[config.mk]
export PLATFORM = sky130hd
export DESIGN_NAME = step_dir_pulse_generator
export DESIGN_NICKNAME = d
export VERILOG_FILES = /design/src/hw/rtl/sdpg_pkg.sv /design/src/hw/rtl/sdpg_cmd_decode.sv /design/src/hw/rtl/step_dir_pulse_generator.sv
export SDC_FILE = /design/constraint.sdc
export NUM_CORES = 1
export LEC_CHECK = 0
export BUFFER_PORTS_ARGS = -buffer_cell sky130_fd_sc_hd__buf_2
export CELL_PAD_IN_SITES_DETAIL_PLACEMENT = 1
export CELL_PAD_IN_SITES_GLOBAL_PLACEMENT = 2
export CORE_ASPECT_RATIO = 1.25
export CORE_MARGIN = 4
export CORE_UTILIZATION = 41
export DETAILED_ROUTE_END_ITERATION = 8
export PLACE_DENSITY = 0.83
export SLEW_MARGIN = 20
export SYNTH_ARGS = -nofsm -noshare
export SYNTH_HDL_FRONTEND = slang
export SYNTH_SLANG_ARGS = --single-unit
[constraint.sdc]
create_clock -name clk -period 21.8 [get_ports clk]
set_clock_uncertainty 0.2 [all_clocks]
set_input_delay 1.09 -clock clk [delete_from_list [all_inputs] [get_ports clk]]
set_output_delay 1.09 -clock clk [all_outputs]
set_load 0.02 [all_outputs]
[src/hw/rtl/sdpg_pkg.sv]
// ----------------------------------------------------------------------------
// sdpg_pkg
// Shared types and constants for the step/direction pulse generator.
// ----------------------------------------------------------------------------
`timescale 1ns / 1ps
`default_nettype none

package sdpg_pkg;

  localparam int LINE_COUNT      = 15;
  localparam int STEP_COUNT_BITS = 21;

  localparam int LINE_W     = (LINE_COUNT > 1) ? $clog2(LINE_COUNT) : 1;
  localparam int HALF_W     = 10;
  localparam int ACT_W      = 5;
  localparam int LEN_W      = 16;
  localparam int RAW_CNT_W  = 22;
  localparam int CNT_CALC_W = (STEP_COUNT_BITS > RAW_CNT_W) ? STEP_COUNT_BITS : RAW_CNT_W;

  localparam int PORT_LINES = 15;
  localparam int IN_DATA_W  = 24;
  localparam int OUT_DATA_W = 40;

  // half periods in microsecond ticks
  localparam logic [HALF_W-1:0] HALF_JOG    = HALF_W'(80);
  localparam logic [HALF_W-1:0] HALF_FAST   = HALF_W'(8);
  localparam logic [HALF_W-1:0] HALF_SLOW   = HALF_W'(800);
  localparam logic [HALF_W-1:0] HALF_MID    = HALF_W'(20);
  localparam logic [HALF_W-1:0] HALF_EXTRA  = HALF_W'(500);

  // actuator numbers with special handling
  localparam logic [ACT_W-1:0] ACT_FIRST      = ACT_W'(1);
  localparam logic [ACT_W-1:0] ACT_LAST_FAST  = ACT_W'(12);
  localparam logic [ACT_W-1:0] ACT_SLOW       = ACT_W'(13);
  localparam logic [ACT_W-1:0] ACT_LAST_PLAIN = ACT_W'(15);
  localparam logic [ACT_W-1:0] ACT_FIRST_XTRA = ACT_W'(16);
  localparam logic [ACT_W-1:0] ACT_LAST_XTRA  = ACT_W'(17);
  localparam logic [ACT_W-1:0] XTRA_LINE_OFS  = ACT_W'(10);

  // ceil(2^18 / 3), exact floor division by three for values below 2^17
  localparam int RECIP3_SHIFT = 18;
  localparam logic [33:0] RECIP3 = 34'd87382;

  localparam logic [CNT_CALC_W-1:0] STEP_MAX =
    CNT_CALC_W'((64'd1 << STEP_COUNT_BITS) - 64'd1);

  typedef enum logic {
    OP_TICK = 1'b0,
    OP_MOVE = 1'b1
  } op_t;

  typedef struct packed {
    op_t                        op;
    logic                       dir;
    logic                       ok;
    logic [LINE_W-1:0]          line;
    logic [STEP_COUNT_BITS-1:0] count;
    logic [HALF_W-1:0]          half;
  } cmd_t;

endpackage

`default_nettype wire

[src/hw/rtl/sdpg_cmd_decode.sv]
// ----------------------------------------------------------------------------
// sdpg_cmd_decode
// Turns a raw move command into line index, step count and half period.
// ----------------------------------------------------------------------------
`timescale 1ns / 1ps
`default_nettype none

module sdpg_cmd_decode
  import sdpg_pkg::*;
(
  input  wire logic             operation,
  input  wire logic [LEN_W-1:0] length_q4,
  input  wire logic             direction,
  input  wire logic [ACT_W-1:0] actuator,
  input  wire logic             jog_mode,
  output cmd_t                  cmd
);

  logic [ACT_W-1:0]      line_raw;
  logic                  act_ok;
  logic [LEN_W:0]        twice_len;
  logic [33:0]           third_prod;
  logic [LEN_W-1:0]      third;
  logic [RAW_CNT_W-1:0]  n_norm;
  logic [RAW_CNT_W-1:0]  n_slow_full;
  logic [RAW_CNT_W-1:0]  n_raw;
  logic [CNT_CALC_W-1:0] n_ext;
  logic [HALF_W-1:0]     half;

  always_comb begin
    line_raw = (actuator >= ACT_FIRST_XTRA) ? actuator - XTRA_LINE_OFS : actuator - ACT_FIRST;
    act_ok   = (actuator >= ACT_FIRST) &&
               (jog_mode ? (actuator <= ACT_LAST_PLAIN) : (actuator <= ACT_LAST_XTRA)) &&
               ({1'b0, line_raw} < 6'(LINE_COUNT));
  end

  // 50*len/3 = 16*len + floor(2*len/3)
  always_comb begin
    twice_len   = {length_q4, 1'b0};
    third_prod  = 34'(twice_len) * RECIP3;
    third       = third_prod[RECIP3_SHIFT +: LEN_W];
    n_norm      = (RAW_CNT_W'(length_q4) << 4) + RAW_CNT_W'(third);
    n_slow_full = RAW_CNT_W'(length_q4) * RAW_CNT_W'(25);
    n_raw       = (actuator == ACT_SLOW) ? (n_slow_full >> 1) : n_norm;
    n_ext       = CNT_CALC_W'(n_raw);
  end

  always_comb begin
    if (jog_mode) begin
      half = HALF_JOG;
    end else if (actuator <= ACT_LAST_FAST) begin
      half = HALF_FAST;
    end else if (actuator == ACT_SLOW) begin
      half = HALF_SLOW;
    end else if (actuator <= ACT_LAST_PLAIN) begin
      half = HALF_MID;
    end else begin
      half = HALF_EXTRA;
    end
  end

  always_comb begin
    cmd.op    = op_t'(operation);
    cmd.dir   = direction;
    cmd.ok    = act_ok;
    cmd.line  = LINE_W'(line_raw);
    cmd.count = (n_ext > STEP_MAX) ? STEP_MAX[STEP_COUNT_BITS-1:0]
                                   : n_ext[STEP_COUNT_BITS-1:0];
    cmd.half  = half;
  end

endmodule

`default_nettype wire

[src/hw/rtl/step_dir_pulse_generator.sv]
// ----------------------------------------------------------------------------
// step_dir_pulse_generator
// Step and direction line driver for a set of linear actuators.
// ----------------------------------------------------------------------------
// Items arrive on the s_axis side: tuser picks a one-microsecond tick or a
// move command, tdata carries the command fields. Each accepted item gives
// exactly one result transfer on the m_axis side, holding the step and
// direction line levels after the item, the busy flag, a done flag on the
// item that ends a move and a rejected flag for a refused command.
// An item passes the input register, holding the decoded command, then the
// line state update feeding the result register. One item is taken per
// cycle while the receiver does not stall; the state update for one item is
// combinational, so ticks can stream back to back.
// Reset clears all lines, stops any move and empties both registers.
// When the receiver stalls the result register holds, the input register
// keeps one more item, and only then tready drops.
// ----------------------------------------------------------------------------
`timescale 1ns / 1ps
`default_nettype none

module step_dir_pulse_generator
  import sdpg_pkg::*;
(
  input  wire logic                  clk,
  input  wire logic                  rst,
  input  wire logic                  s_axis_tvalid,
  output logic                       s_axis_tready,
  // [15:0] length_q4, [16] direction, [21:17] actuator, [22] jog_mode
  input  wire logic [IN_DATA_W-1:0]  s_axis_tdata,
  // [0] operation
  input  wire logic [0:0]            s_axis_tuser,
  output logic                       m_axis_tvalid,
  input  wire logic                  m_axis_tready,
  // [14:0] step_lines, [29:15] dir_lines, [30] busy_res, [31] done_res, [32] rejected
  output logic [OUT_DATA_W-1:0]      m_axis_tdata
);

  cmd_t cmd_dec;
  cmd_t cmd;
  logic cmd_valid;
  logic out_free;
  logic proc;

  logic [LINE_COUNT-1:0]      step_levels, step_levels_next;
  logic [LINE_COUNT-1:0]      dir_levels, dir_levels_next;
  logic                       moving, moving_next;
  logic                       high_phase, high_phase_next;
  logic [HALF_W-1:0]          half_ticks_left, half_ticks_left_next;
  logic [HALF_W-1:0]          half_period_now, half_period_now_next;
  logic [STEP_COUNT_BITS-1:0] steps_left, steps_left_next;
  logic [LINE_W-1:0]          active_line, active_line_next;
  logic                       done_next, rej_next;

  logic [LINE_COUNT-1:0]      cmd_bit, act_bit;
  logic [HALF_W-1:0]          hl_dec;
  logic [STEP_COUNT_BITS-1:0] sl_dec;
  logic [31:0]                step_ext, dir_ext;
  logic [OUT_DATA_W-1:0]      out_data;

  sdpg_cmd_decode u_decode (
    .operation (s_axis_tuser[0]),
    .length_q4 (s_axis_tdata[15:0]),
    .direction (s_axis_tdata[16]),
    .actuator  (s_axis_tdata[21:17]),
    .jog_mode  (s_axis_tdata[22]),
    .cmd       (cmd_dec)
  );

  assign out_free      = !m_axis_tvalid || m_axis_tready;
  assign proc          = cmd_valid && out_free;
  assign s_axis_tready = !cmd_valid || out_free;

  always_ff @(posedge clk) begin
    if (rst) begin
      cmd_valid <= 1'b0;
    end else if (s_axis_tready) begin
      cmd_valid <= s_axis_tvalid;
    end
  end

  always_ff @(posedge clk) begin
    if (s_axis_tvalid && s_axis_tready) begin
      cmd <= cmd_dec;
    end
  end

  always_comb begin
    cmd_bit = LINE_COUNT'(1) << cmd.line;
    act_bit = LINE_COUNT'(1) << active_line;
    hl_dec  = (half_ticks_left != '0) ? half_ticks_left - HALF_W'(1) : '0;
    sl_dec  = (steps_left != '0) ? steps_left - STEP_COUNT_BITS'(1) : '0;

    step_levels_next     = step_levels;
    dir_levels_next      = dir_levels;
    moving_next          = moving;
    high_phase_next      = high_phase;
    half_ticks_left_next = half_ticks_left;
    half_period_now_next = half_period_now;
    steps_left_next      = steps_left;
    active_line_next     = active_line;
    done_next            = 1'b0;
    rej_next             = 1'b0;

    case (cmd.op)
      OP_MOVE: begin
        if (moving || !cmd.ok) begin
          rej_next = 1'b1;
        end else begin
          dir_levels_next  = cmd.dir ? (dir_levels | cmd_bit) : (dir_levels & ~cmd_bit);
          active_line_next = cmd.line;
          if (cmd.count == '0) begin
            done_next = 1'b1;
          end else begin
            steps_left_next      = cmd.count;
            half_period_now_next = cmd.half;
            half_ticks_left_next = cmd.half;
            high_phase_next      = 1'b0;
            moving_next          = 1'b1;
            step_levels_next     = step_levels & ~cmd_bit;
          end
        end
      end
      OP_TICK: begin
        if (moving) begin
          half_ticks_left_next = hl_dec;
          if (hl_dec == '0) begin
            if (!high_phase) begin
              step_levels_next     = step_levels | act_bit;
              high_phase_next      = 1'b1;
              half_ticks_left_next = half_period_now;
            end else begin
              steps_left_next = sl_dec;
              if (sl_dec == '0) begin
                moving_next     = 1'b0;
                high_phase_next = 1'b0;
                done_next       = 1'b1;
              end else begin
                step_levels_next     = step_levels & ~act_bit;
                high_phase_next      = 1'b0;
                half_ticks_left_next = half_period_now;
              end
            end
          end
        end
      end
      default: begin
      end
    endcase
  end

  always_ff @(posedge clk) begin
    if (rst) begin
      step_levels     <= '0;
      dir_levels      <= '0;
      moving          <= 1'b0;
      high_phase      <= 1'b0;
      half_ticks_left <= '0;
      half_period_now <= '0;
      steps_left      <= '0;
      active_line     <= '0;
    end else if (proc) begin
      step_levels     <= step_levels_next;
      dir_levels      <= dir_levels_next;
      moving          <= moving_next;
      high_phase      <= high_phase_next;
      half_ticks_left <= half_ticks_left_next;
      half_period_now <= half_period_now_next;
      steps_left      <= steps_left_next;
      active_line     <= active_line_next;
    end
  end

  always_comb begin
    step_ext = 32'(step_levels_next);
    dir_ext  = 32'(dir_levels_next);
    out_data = OUT_DATA_W'({rej_next, done_next, moving_next,
                            dir_ext[PORT_LINES-1:0], step_ext[PORT_LINES-1:0]});
  end

  always_ff @(posedge clk) begin
    if (rst) begin
      m_axis_tvalid <= 1'b0;
    end else if (out_free) begin
      m_axis_tvalid <= cmd_valid;
    end
  end

  always_ff @(posedge clk) begin
    if (proc) begin
      m_axis_tdata <= out_data;
    end
  end

  // a stopped generator never sits in its high half period
  assert property (@(posedge clk) disable iff (rst) !moving |-> !high_phase)
    else $error("high phase without a running move");

  // a running move always has pulses left and a nonzero half period
  assert property (@(posedge clk) disable iff (rst)
    moving |-> (steps_left != '0) && (half_period_now != '0) &&
               (half_ticks_left <= half_period_now))
    else $error("running move with inconsistent counters");

  // a result is never both done and rejected
  assert property (@(posedge clk) disable iff (rst)
    m_axis_tvalid |-> !(m_axis_tdata[31] && m_axis_tdata[32]))
    else $error("result marked done and rejected");

  // input side only backs up when the result register is stalled
  assert property (@(posedge clk) disable iff (rst)
    !s_axis_tready |-> m_axis_tvalid && !m_axis_tready && cmd_valid)
    else $error("input stalled without a stalled result");

  // a rejected command leaves the line state untouched
  assert property (@(posedge clk) disable iff (rst)
    proc && rej_next |=> $stable(step_levels) && $stable(dir_levels) && $stable(moving))
    else $error("rejected command changed line state");

endmodule

`default_nettype wire

Word level (Yosys, flattened, before mapping)
Index checks and enable logic that the tools add are counted.
Widths: inputs -> output; s select.
{"block": "word_totals", "out_inout_bits": 42, "wordCells": 126, "in_bits": 29, "regBits": 150}
{"block": "op_classes", "magnitude_cmp": 7, "multipliers": 2, "shifts": 2, "bitwise": 10, "add_sub_neg": 5, "n_eq_ne": 6, "mux": 52, "n_reduce_logical": 22}
{"operator": "$mux 15", "n": 9}
{"operator": "$mux 21", "n": 6}
{"operator": "$mux 10", "n": 8}
{"operator": "$and 15x15->15", "n": 3}
{"operator": "$logic_not 21->1", "n": 2}
{"operator": "$pmux 21 s2", "n": 1}
{"operator": "$mul 16x16->32 const B", "n": 1}
{"operator": "$not 15->15", "n": 2}
{"operator": "$or 15x15->15", "n": 2}
{"operator": "$pmux 15 s2", "n": 1}
{"operator": "$shl 1x4->15 const A", "n": 2}
{"operator": "$gt 22x21->1 const B", "n": 1}
{"operator": "$mux 22", "n": 1}
{"operator": "$add 20x16->21", "n": 1}
{"operator": "$mul 16x5->21 const B", "n": 1}
{"operator": "$reduce_bool 21->1", "n": 1}
{"operator": "$sub 21x1->21 const B", "n": 1}
{"operator": "$pmux 10 s2", "n": 1}
{"operator": "$mux 1", "n": 19}
{"operator": "$le 5x4->1 const B", "n": 2}
{"operator": "$logic_not 10->1", "n": 1}
{"operator": "$ne 2x2->1 const B", "n": 5}
{"operator": "$reduce_bool 10->1", "n": 1}
{"operator": "$sub 10x1->10 const B", "n": 1}
{"operator": "21 further kinds", "n": 33}

Longest topological paths before layout
Gate-level depths: netlist of run 1.
{"block": "depth", "depth_word": 8, "mapped_depth": 29, "ltp_nobuf": 29}

Modules after synthesis
A second synthesis of run 1 with hierarchy kept.
{"block": "hier_totals", "cells_unflattened": 1607, "area_unflattened_um2": 14689.1}
{"module": "step_dir_pulse_generator", "instances": 1, "area_per_inst_um2": 7462.2, "seq_area_each_um2": 3713.6, "cells_per_inst": 765}
{"module": "sdpg_cmd_decode", "instances": 1, "area_per_inst_um2": 7226.9, "seq_area_each_um2": 0.0, "cells_per_inst": 842}

Least setup slack after synthesis of run 1
No wires, ideal clock.
{"block": "synth_timing", "path_kind": "in2reg", "from": "in s_axis_tdata[1]", "to": "reg cmd[28] (netlist bit), data pin", "required_time_ps": 21342, "arrival_ps": 7333, "path_stages": 29, "setup_slack_ps": 14009, "n_path_buf": 0, "setup_time_ps": 258, "path_cell_list": "ha_1 xor2_1 ha_1 inv_1 fa_1 inv_1 fa_1 fa_1 inv_1 fa_1 inv_1 ha_1 nand4_1 nor2_1 o41ai_1 a31oi_1 o31ai_1 nand2b_1 xor2_1 ha_1 fa_1 a211oi_1 nor2_1 o41a_1 nand2b_1 a31oi_1 nand2_1 xnor2_1 o221a_2"}
{"block": "synth_via", "elab_chain_len": 4, "word_cells_on_any_way": 5, "classes_between": "add/sub: 1; mul: 2; order compare: 1; mux: 1"}
{"item": "start, declared", "line_no": "step_dir_pulse_generator.sv:29", "source": "input wire logic [IN_DATA_W-1:0] s_axis_tdata,"}
{"item": "$mul 16x16->32", "line_no": "sdpg_cmd_decode.sv:40", "source": "third_prod = 34'(twice_len) * RECIP3;"}
{"item": "$add 20x16->21", "line_no": "sdpg_cmd_decode.sv:42", "source": "n_norm = (RAW_CNT_W'(length_q4) << 4) + RAW_CNT_W'(third);"}
{"item": "$mux 22 (*)", "line_no": "sdpg_cmd_decode.sv:44", "source": "n_raw = (actuator == ACT_SLOW) ? (n_slow_full >> 1) : n_norm;"}
{"item": "$gt 22x21->1", "line_no": "sdpg_cmd_decode.sv:67", "source": "cmd.count = (n_ext > STEP_MAX) ? STEP_MAX[STEP_COUNT_BITS-1:0]"}
{"item": "end signal, assigned", "line_no": "step_dir_pulse_generator.sv:83", "source": "cmd <= cmd_dec;"}
{"item": "end, declared", "line_no": "step_dir_pulse_generator.sv:39", "source": "cmd_t cmd;"}
Mark *: on every way between the ends. The rest lies on a longest branch, timed or not.
A chain may end at the register's enable or synchronous reset.

Worst setup path after layout of run 1
{"block": "layout_timing", "from": "in s_axis_tdata[1]", "to": "reg cmd[29] (netlist bit), data pin"}
The elaborated chain is that of the path after synthesis.

==> qor.csv, run 1 <==
stage,metric,value,unit
outcome,status,finished clean,
cts,CTS tree,built,
cts,Num CTS Buffers,17,
critical_path,"Slowest-stage cell, CP",a221oi_1,
die,Die X,175,um
worst_hold_path,HP Class,flip-flop to flip-flop,
die,Core Area,34500,um2
drt,DRT Pass-1 Iters,5,
critical_path,Critical Path Sink Type,flip-flop,
cts,Clock Path Buffers,2,
sta,setup TNS,0,ns
job,max cap viols,0,
critical_path,crit-path leading delay family,adder cells,
global_route,initial antenna violation count,0,
drt,Via density,5.52,
place,IO Port Bufs,62,
sta,final setup fails,0,
cts,clock slew at reported path FFs,0.06,ns
drt,Remaining DRCs,0,
layout,Fillers,4120,
logic_synthesis,most frequent cells after synthesis,"255 x inv_1, 202 x ha_1, 150 x nand2_1",
cts,Post-CTS Hold Fix Bufs,0,
die,Starting Density,0.416,
power_and_ir_drop,Final Power,0.00203,W
layout,Area Growth Syn to Fin,8.88,%
drt,WL per Instance,18.8,um
cts,Sink Count,144,
sta,final worst slack,12.70,ns
logic_synthesis,Syn Std Cell Area,14400,um2
global_route,gr usage total,0.215,
global_route,first-pass GRT wire length,66200,um
power_and_ir_drop,P per Cell Area,130,nW/um2
drt,via count,11900,
worst_hold_path,HP Start,dir_levels[4],
cts,clk_lat worst skew,0.42,ns
cts,post-CTS resize count,0,
die,chip height,217,um
layout,share of cells above drive strength 1,0.0863,
logic_synthesis,Netlist cell types,81,
layout,diode count,0,
critical_path,CP startpoint kind,input port,
logic_synthesis,"area leader, netlist",ha_1,
drt,Initial DRC Count,451,
sta,Worst Tran Pin Value,1.10,ns
layout,Final nets,1989,
die,site row count,76,
critical_path,"Arr. time, crit path",9.12,ns
layout,post-layout util,0.453,
power_and_ir_drop,Pleak,7.03,nW
power_and_ir_drop,worst vdd ir,0.138,mV
global_route,GRT overflow,0,
sta,Final Hold Slack,0.253,ns
drt,total routed wirelength,40500,um
critical_path,CP Class,input port to flip-flop,
logic_synthesis,Mapped Avg Cell Area,8.75,um2
sta,"Hold Violations, Final",0,
sta,fmax,110,MHz
logic_synthesis,"EDFF count, synth",68,
logic_synthesis,Most used DFF post-synth,dfxtp_1,
cts,# Post-CTS Setup Buffers,0,
logic_synthesis,"Warnings, synthesis",0,
critical_path,required time of the critical path,21.82,ns
place,hpwl dp,32800,um
critical_path,worst-path maximum fanout,10,
sta,worst rel slew slack,0.269,
critical_path,CP peak stage delay,0.85,ns
critical_path,R2R Path Start,steps_left[0],
logic_synthesis,post-synthesis register bit count,144,
cts,H-tree levels,4,
logic_synthesis,post-synth top area share,0.176,
sta,minimum clock period,9.10,ns
die,# IOs,71,
sta,RSZ-0062 raised after global routing,no,
sta,period utilization,0.417,
logic_synthesis,largest cells by area after synthesis,"ha_1 18%, edfxtp_1 14%, fa_1 13%",
global_route,pin count of the biggest net entering global routing,65,
place,gpl congestion,0.937,
cts,Clock Tree Root,clkbuf_16,
die,die area,38100,um2
sta,Final Max Slew Viols,0,
place,pre-CTS setup slack,12.18,ns
logic_synthesis,share of flip-flops with an asynchronous set or reset,0,
global_route,number of global-route vias before repair,12700,
critical_path,CP startpoint,s_axis_tdata[1],
logic_synthesis,sequential fraction of the synthesis area,0.248,
logic_synthesis,Gate Count Post-Synth,1640,
critical_path,buffers plus inverters on the worst setup path,5,
drt,Detail Route Antenna Nets,0,
logic_synthesis,most numerous cell in the Yosys netlist,inv_1,
[worst paths after layout]
check	to	cells past startpoint	slack [ns]
max reg2reg	m_axis_tdata[7]	10	17.11
max	cmd[29]	30	12.70
min	dir_levels[4]	2	0.25
min reg2reg	dir_levels[4]	2	0.25
[routing by layer]
layer | part of all wire | track usage | vias up
li1 | - | - | 5713
met5 | 0 | 0 | -
met3 | 0.017 | 0.0191 | 70
met1 | 0.39 | 0.235 | 5880
met2 | 0.55 | 0.422 | 190
met4 | 0.039 | 0.0888 | 0
[sequential cells by signal (all words and copies together), names as in the netlist]
signal / count
active_line: 4
moving: 1
m_axis_tvalid: 1
steps_left: 21
high_phase: 1
cmd_valid: 1
m_axis_tdata: 33
cmd: 35
step_levels: 15
half_period_now: 7
half_ticks_left: 10
dir_levels: 15
[layout by cell type (no fill, tap or decap), drive strengths merged, types with 12 or more instances in the layout]
cell	Yosys	routed
a31oi	14	14
nor4	14	14
inv	255	256
ha	202	202
o311ai	12	12
clkbuf	54	19
a21oi	95	95
nor2	110	110
nor3	51	51
o41ai	12	12
nand2b	19	19
buf	16	73
xnor2	27	27
nand2	150	150
o21a	13	13
a211oi	25	25
edfxtp	68	68
xor2	27	27
dfxtp	76	76
o21ai	65	65
a21o	12	12
or2	12	12
mux2	16	16
or3	12	12
nand3	29	29
nand4	12	12
fa	90	90
o31ai	13	13
[cells by family (layout without fill, tap and decap cells)]
family / Yosys count / in the layout / synth area share
simple gates: 478 / 478 / 0.164
compound gates: 325 / 325 / 0.150
other cells: 1 / 7 / 0.000261
fa+ha+maj: 292 / 292 / 0.302
flops: 144 / 144 / 0.248
buf+inv: 326 / 361 / 0.0881
mux: 20 / 20 / 0.0153
xor+xnor: 54 / 54 / 0.0330
[report_power, final]
| group | total (W) | internal (W) | switching [W] |
|---|---|---|---|
| Clock | 0.000286 | 0.000168 | 0.000118 |
| Sequential | 0.000380 | 0.000360 | 0.0000194 |
| Combinational | 0.00137 | 0.000561 | 0.000805 |
[worst reg2reg max path, cell delays in order, from the launching register on]
cell and delay [ns]:
dfxtp_1 0.39, inv_1 0.11, ha_1 0.48, or4b_1 0.69, or4b_1 0.53, a21oi_1 0.14
o211ai_1 0.15, or4_1 0.43, a21oi_1 0.85, nor3_1 0.23, o32ai_1 0.30
[stage by stage]
stage          cell area [um2]  std cells
5_1_grt                  15600       2149
3_5_place_dp             15100       2117
4_1_cts                  15600       2149
2_1_floorplan            14400       1646
6_report                 15600       2149
3_3_place_gp             15100       2117
[cell type report]
cell class / count / area [um2] / area share
timing repair buffer: 73 / 393 / 0.0251
tap: 468 / 586 / 0.0375
inverter: 256 / 961 / 0.0615
multi-input combinational: 1176 / 9550 / 0.611
clock inverter: 13 / 139 / 0.00889
clock buffer: 19 / 433 / 0.0277
sequential: 144 / 3560 / 0.228
Note: power is estimated with default switching activity, not from simulation.
==> run 2: changes to the inputs <==
- CORE_UTILIZATION: 41 -> 36
- PLACE_DENSITY: 0.83 -> 0.77
- clock period: 21.8 -> 7.85 ns (I/O delays scaled with it)
==> run 2 against run 1 <==
Die area grew 13%. Global-route usage shrank 2.0 points. Via count is essentially flat. Combinational power grew to 3.0 times the previous value. Non-clock buffer count grew 40. Register-to-register slack lost 14 ns.
==> qor.csv, run 2 (synthesized netlist as in run 1, its figures left out) <==
stage,metric,value,unit,change
outcome,status,finished clean,,
layout,Largest register FFs,35,,unchanged
sta,final worst slack,0.545,ns,-12.15 ns
layout,register area,3560,um2,unchanged
critical_path,R2R Path End,m_axis_tdata[13],,
layout,Fillers,4676,,+13%
die,chip height,231,um,+6.5%
global_route,number of global-route vias before repair,13000,,+2.7%
critical_path,CP startpoint kind,input port,,
global_route,gr usage total,0.195,,-0.0199
critical_path,"Arr. time, crit path",7.37,ns,-1.75 ns
worst_hold_path,HP Start,s_axis_tdata[22],,
sta,fmax,137,MHz,
die,die area,43100,um2,+13%
drt,Detail Route Antenna Nets,0,,unchanged
power_and_ir_drop,P per Cell Area,371,nW/um2,+190%
place,pre-CTS setup slack,-0.0430,ns,-12.22 ns
cts,CTS tree,built,,
drt,Initial DRC Count,477,,+5.8%
layout,Final nets,2029,,+2.0%
layout,diode count,0,,unchanged
cts,Clock Tree Root,clkbuf_16,,
place,placed cells,2183,,+3.1%
die,# IOs,71,,unchanged
critical_path,crit-path leading delay family,adder cells,,
sta,minimum clock period,7.30,ns,
drt,WL per Instance,18.8,um,-0.45%
global_route,initial antenna violation count,0,,unchanged
cts,clock slew at reported path FFs,0.06,ns,about the same
layout,Area Growth Syn to Fin,11.4,%,
job,max cap viols,0,,unchanged
critical_path,worst-path maximum fanout,6,,-4
sta,"Hold Violations, Final",0,,unchanged
global_route,GRT overflow,0,,unchanged
worst_hold_path,Hold Path Stages,2,,unchanged
die,site row count,81,,+6.6%
critical_path,CP peak stage delay,0.58,ns,-0.27 ns
place,hpwl dp,33900,um,+3.5%
sta,final setup fails,0,,unchanged
worst_hold_path,HP Class,input port to flip-flop,,
critical_path,R2R Setup Slk,3.16,ns,-13.95 ns
die,Die X,187,um,+6.4%
critical_path,CP Class,input port to flip-flop,,
layout,largest registers,"cmd: 35 flops, m_axis_tdata: 33 flops, steps_left: 21 flops",,
critical_path,"Slowest-stage cell, CP",fa_1,,
critical_path,buffers plus inverters on the worst setup path,7,,+2
place,IO Port Bufs,62,,unchanged
sta,worst rel slew slack,0.275,,+0.00632
die,Core Area,39200,um2,+14%
layout,most frequent cells in the layout,"254 x inv_1, 202 x ha_1, 150 x nand2_1",,
cts,Clock Path Buffers,2,,unchanged
layout,Finished Layout Cells,2219,,+3.3%
power_and_ir_drop,worst vdd ir,0.423,mV,+210%
layout,"most common cell after layout, fill and taps aside",inv_1,,
power_and_ir_drop,Pleak,7.22,nW,+2.8%
sta,Final Max Slew Viols,0,,unchanged
global_route,first-pass GRT wire length,68400,um,+3.3%
cts,Sink Count,144,,unchanged
sta,period utilization,0.931,,
cts,Num CTS Buffers,17,,unchanged
layout,multi-input gate area in the final layout,9560,um2,about the same
die,Starting Density,0.366,,-0.0499
drt,Remaining DRCs,0,,unchanged
critical_path,reg2reg path depth,10,,unchanged
drt,Via density,5.35,,-3.1%
worst_hold_path,Min-Delay Endpoint,cmd[6],,
global_route,pin count of the biggest net entering global routing,65,,unchanged
critical_path,required time of the critical path,7.91,ns,-13.91 ns
cts,clk_lat worst skew,0.45,ns,+0.03 ns
sta,Worst Tran Pin Value,1.09,ns,-0.00948 ns
critical_path,R2R Path Start,steps_left[0],,
layout,Top reg by flops,cmd,,
place,gpl congestion,0.881,,-6.0%
layout,share of cells above drive strength 1,0.106,,+0.0195
drt,total routed wirelength,41600,um,+2.8%
drt,DRT Pass-1 Iters,4,,-1
drt,via count,11900,,+0.067%
critical_path,Critical Path Sink Type,flip-flop,,
critical_path,CP startpoint,s_axis_tdata[0],,
sta,setup TNS,0,ns,unchanged
power_and_ir_drop,Final Power,0.00593,W,+190%
cts,H-tree levels,4,,unchanged
run 2: how the worst max path moves through the flow:
stage / slack [ns] / to / cells past startpoint
final: 0.55 / cmd[29] / 32
after global routing: -0.001 / cmd[29] / 32
after global placement: 0.05 / cmd[29] / 32
after floorplan: 0.76 / cmd[28] / 29
after CTS: 0.39 / cmd[29] / 32
after detailed placement: -0.04 / cmd[29] / 32
run 2: where the power goes:
part	total [W]	switching (W)	internal (W)
clock	0.000804	0.000338	0.000467
sequential	0.00105	0.0000546	0.00100
combinational	0.00407	0.00229	0.00178
total	0.00593	0.00269	0.00324
run 2: timing repair:
action,CTS,global route
setup endpoints to repair,0,2
setup buffers,0,0
resized for setup,0,1
hold buffers,3,0
endpoints found under the hold margin,3,0
run 2: layer usage:
layer,vias to the layer above,global-route usage,wire [um]
met5,-,0,0
met4,0,0.0749,1440
met3,69,0.0190,654
met2,150,0.391,23000
met1,5855,0.210,16600
li1,5787,-,-
run 2: final cells by class:
cell class / count / share of cell area
flip-flops and latches: 144 / 0.223
inverters: 256 / 0.0601
clock inverters: 13 / 0.00861
repair buffers: 113 / 0.0441
well taps: 498 / 0.0390
clock buffers: 19 / 0.0271
multi-input cells: 1176 / 0.598
run 2: through the flow:
stage	util	cell area, um2	hold slack (ns)
4_1_cts	0.407	16000	0.0475
3_5_place_dp	0.392	15400	0.247
5_1_grt	0.407	16000	0.0482
2_1_floorplan	-	14400	0.232
6_report	0.407	16000	0.0659
3_3_place_gp	0.392	15400	0.238
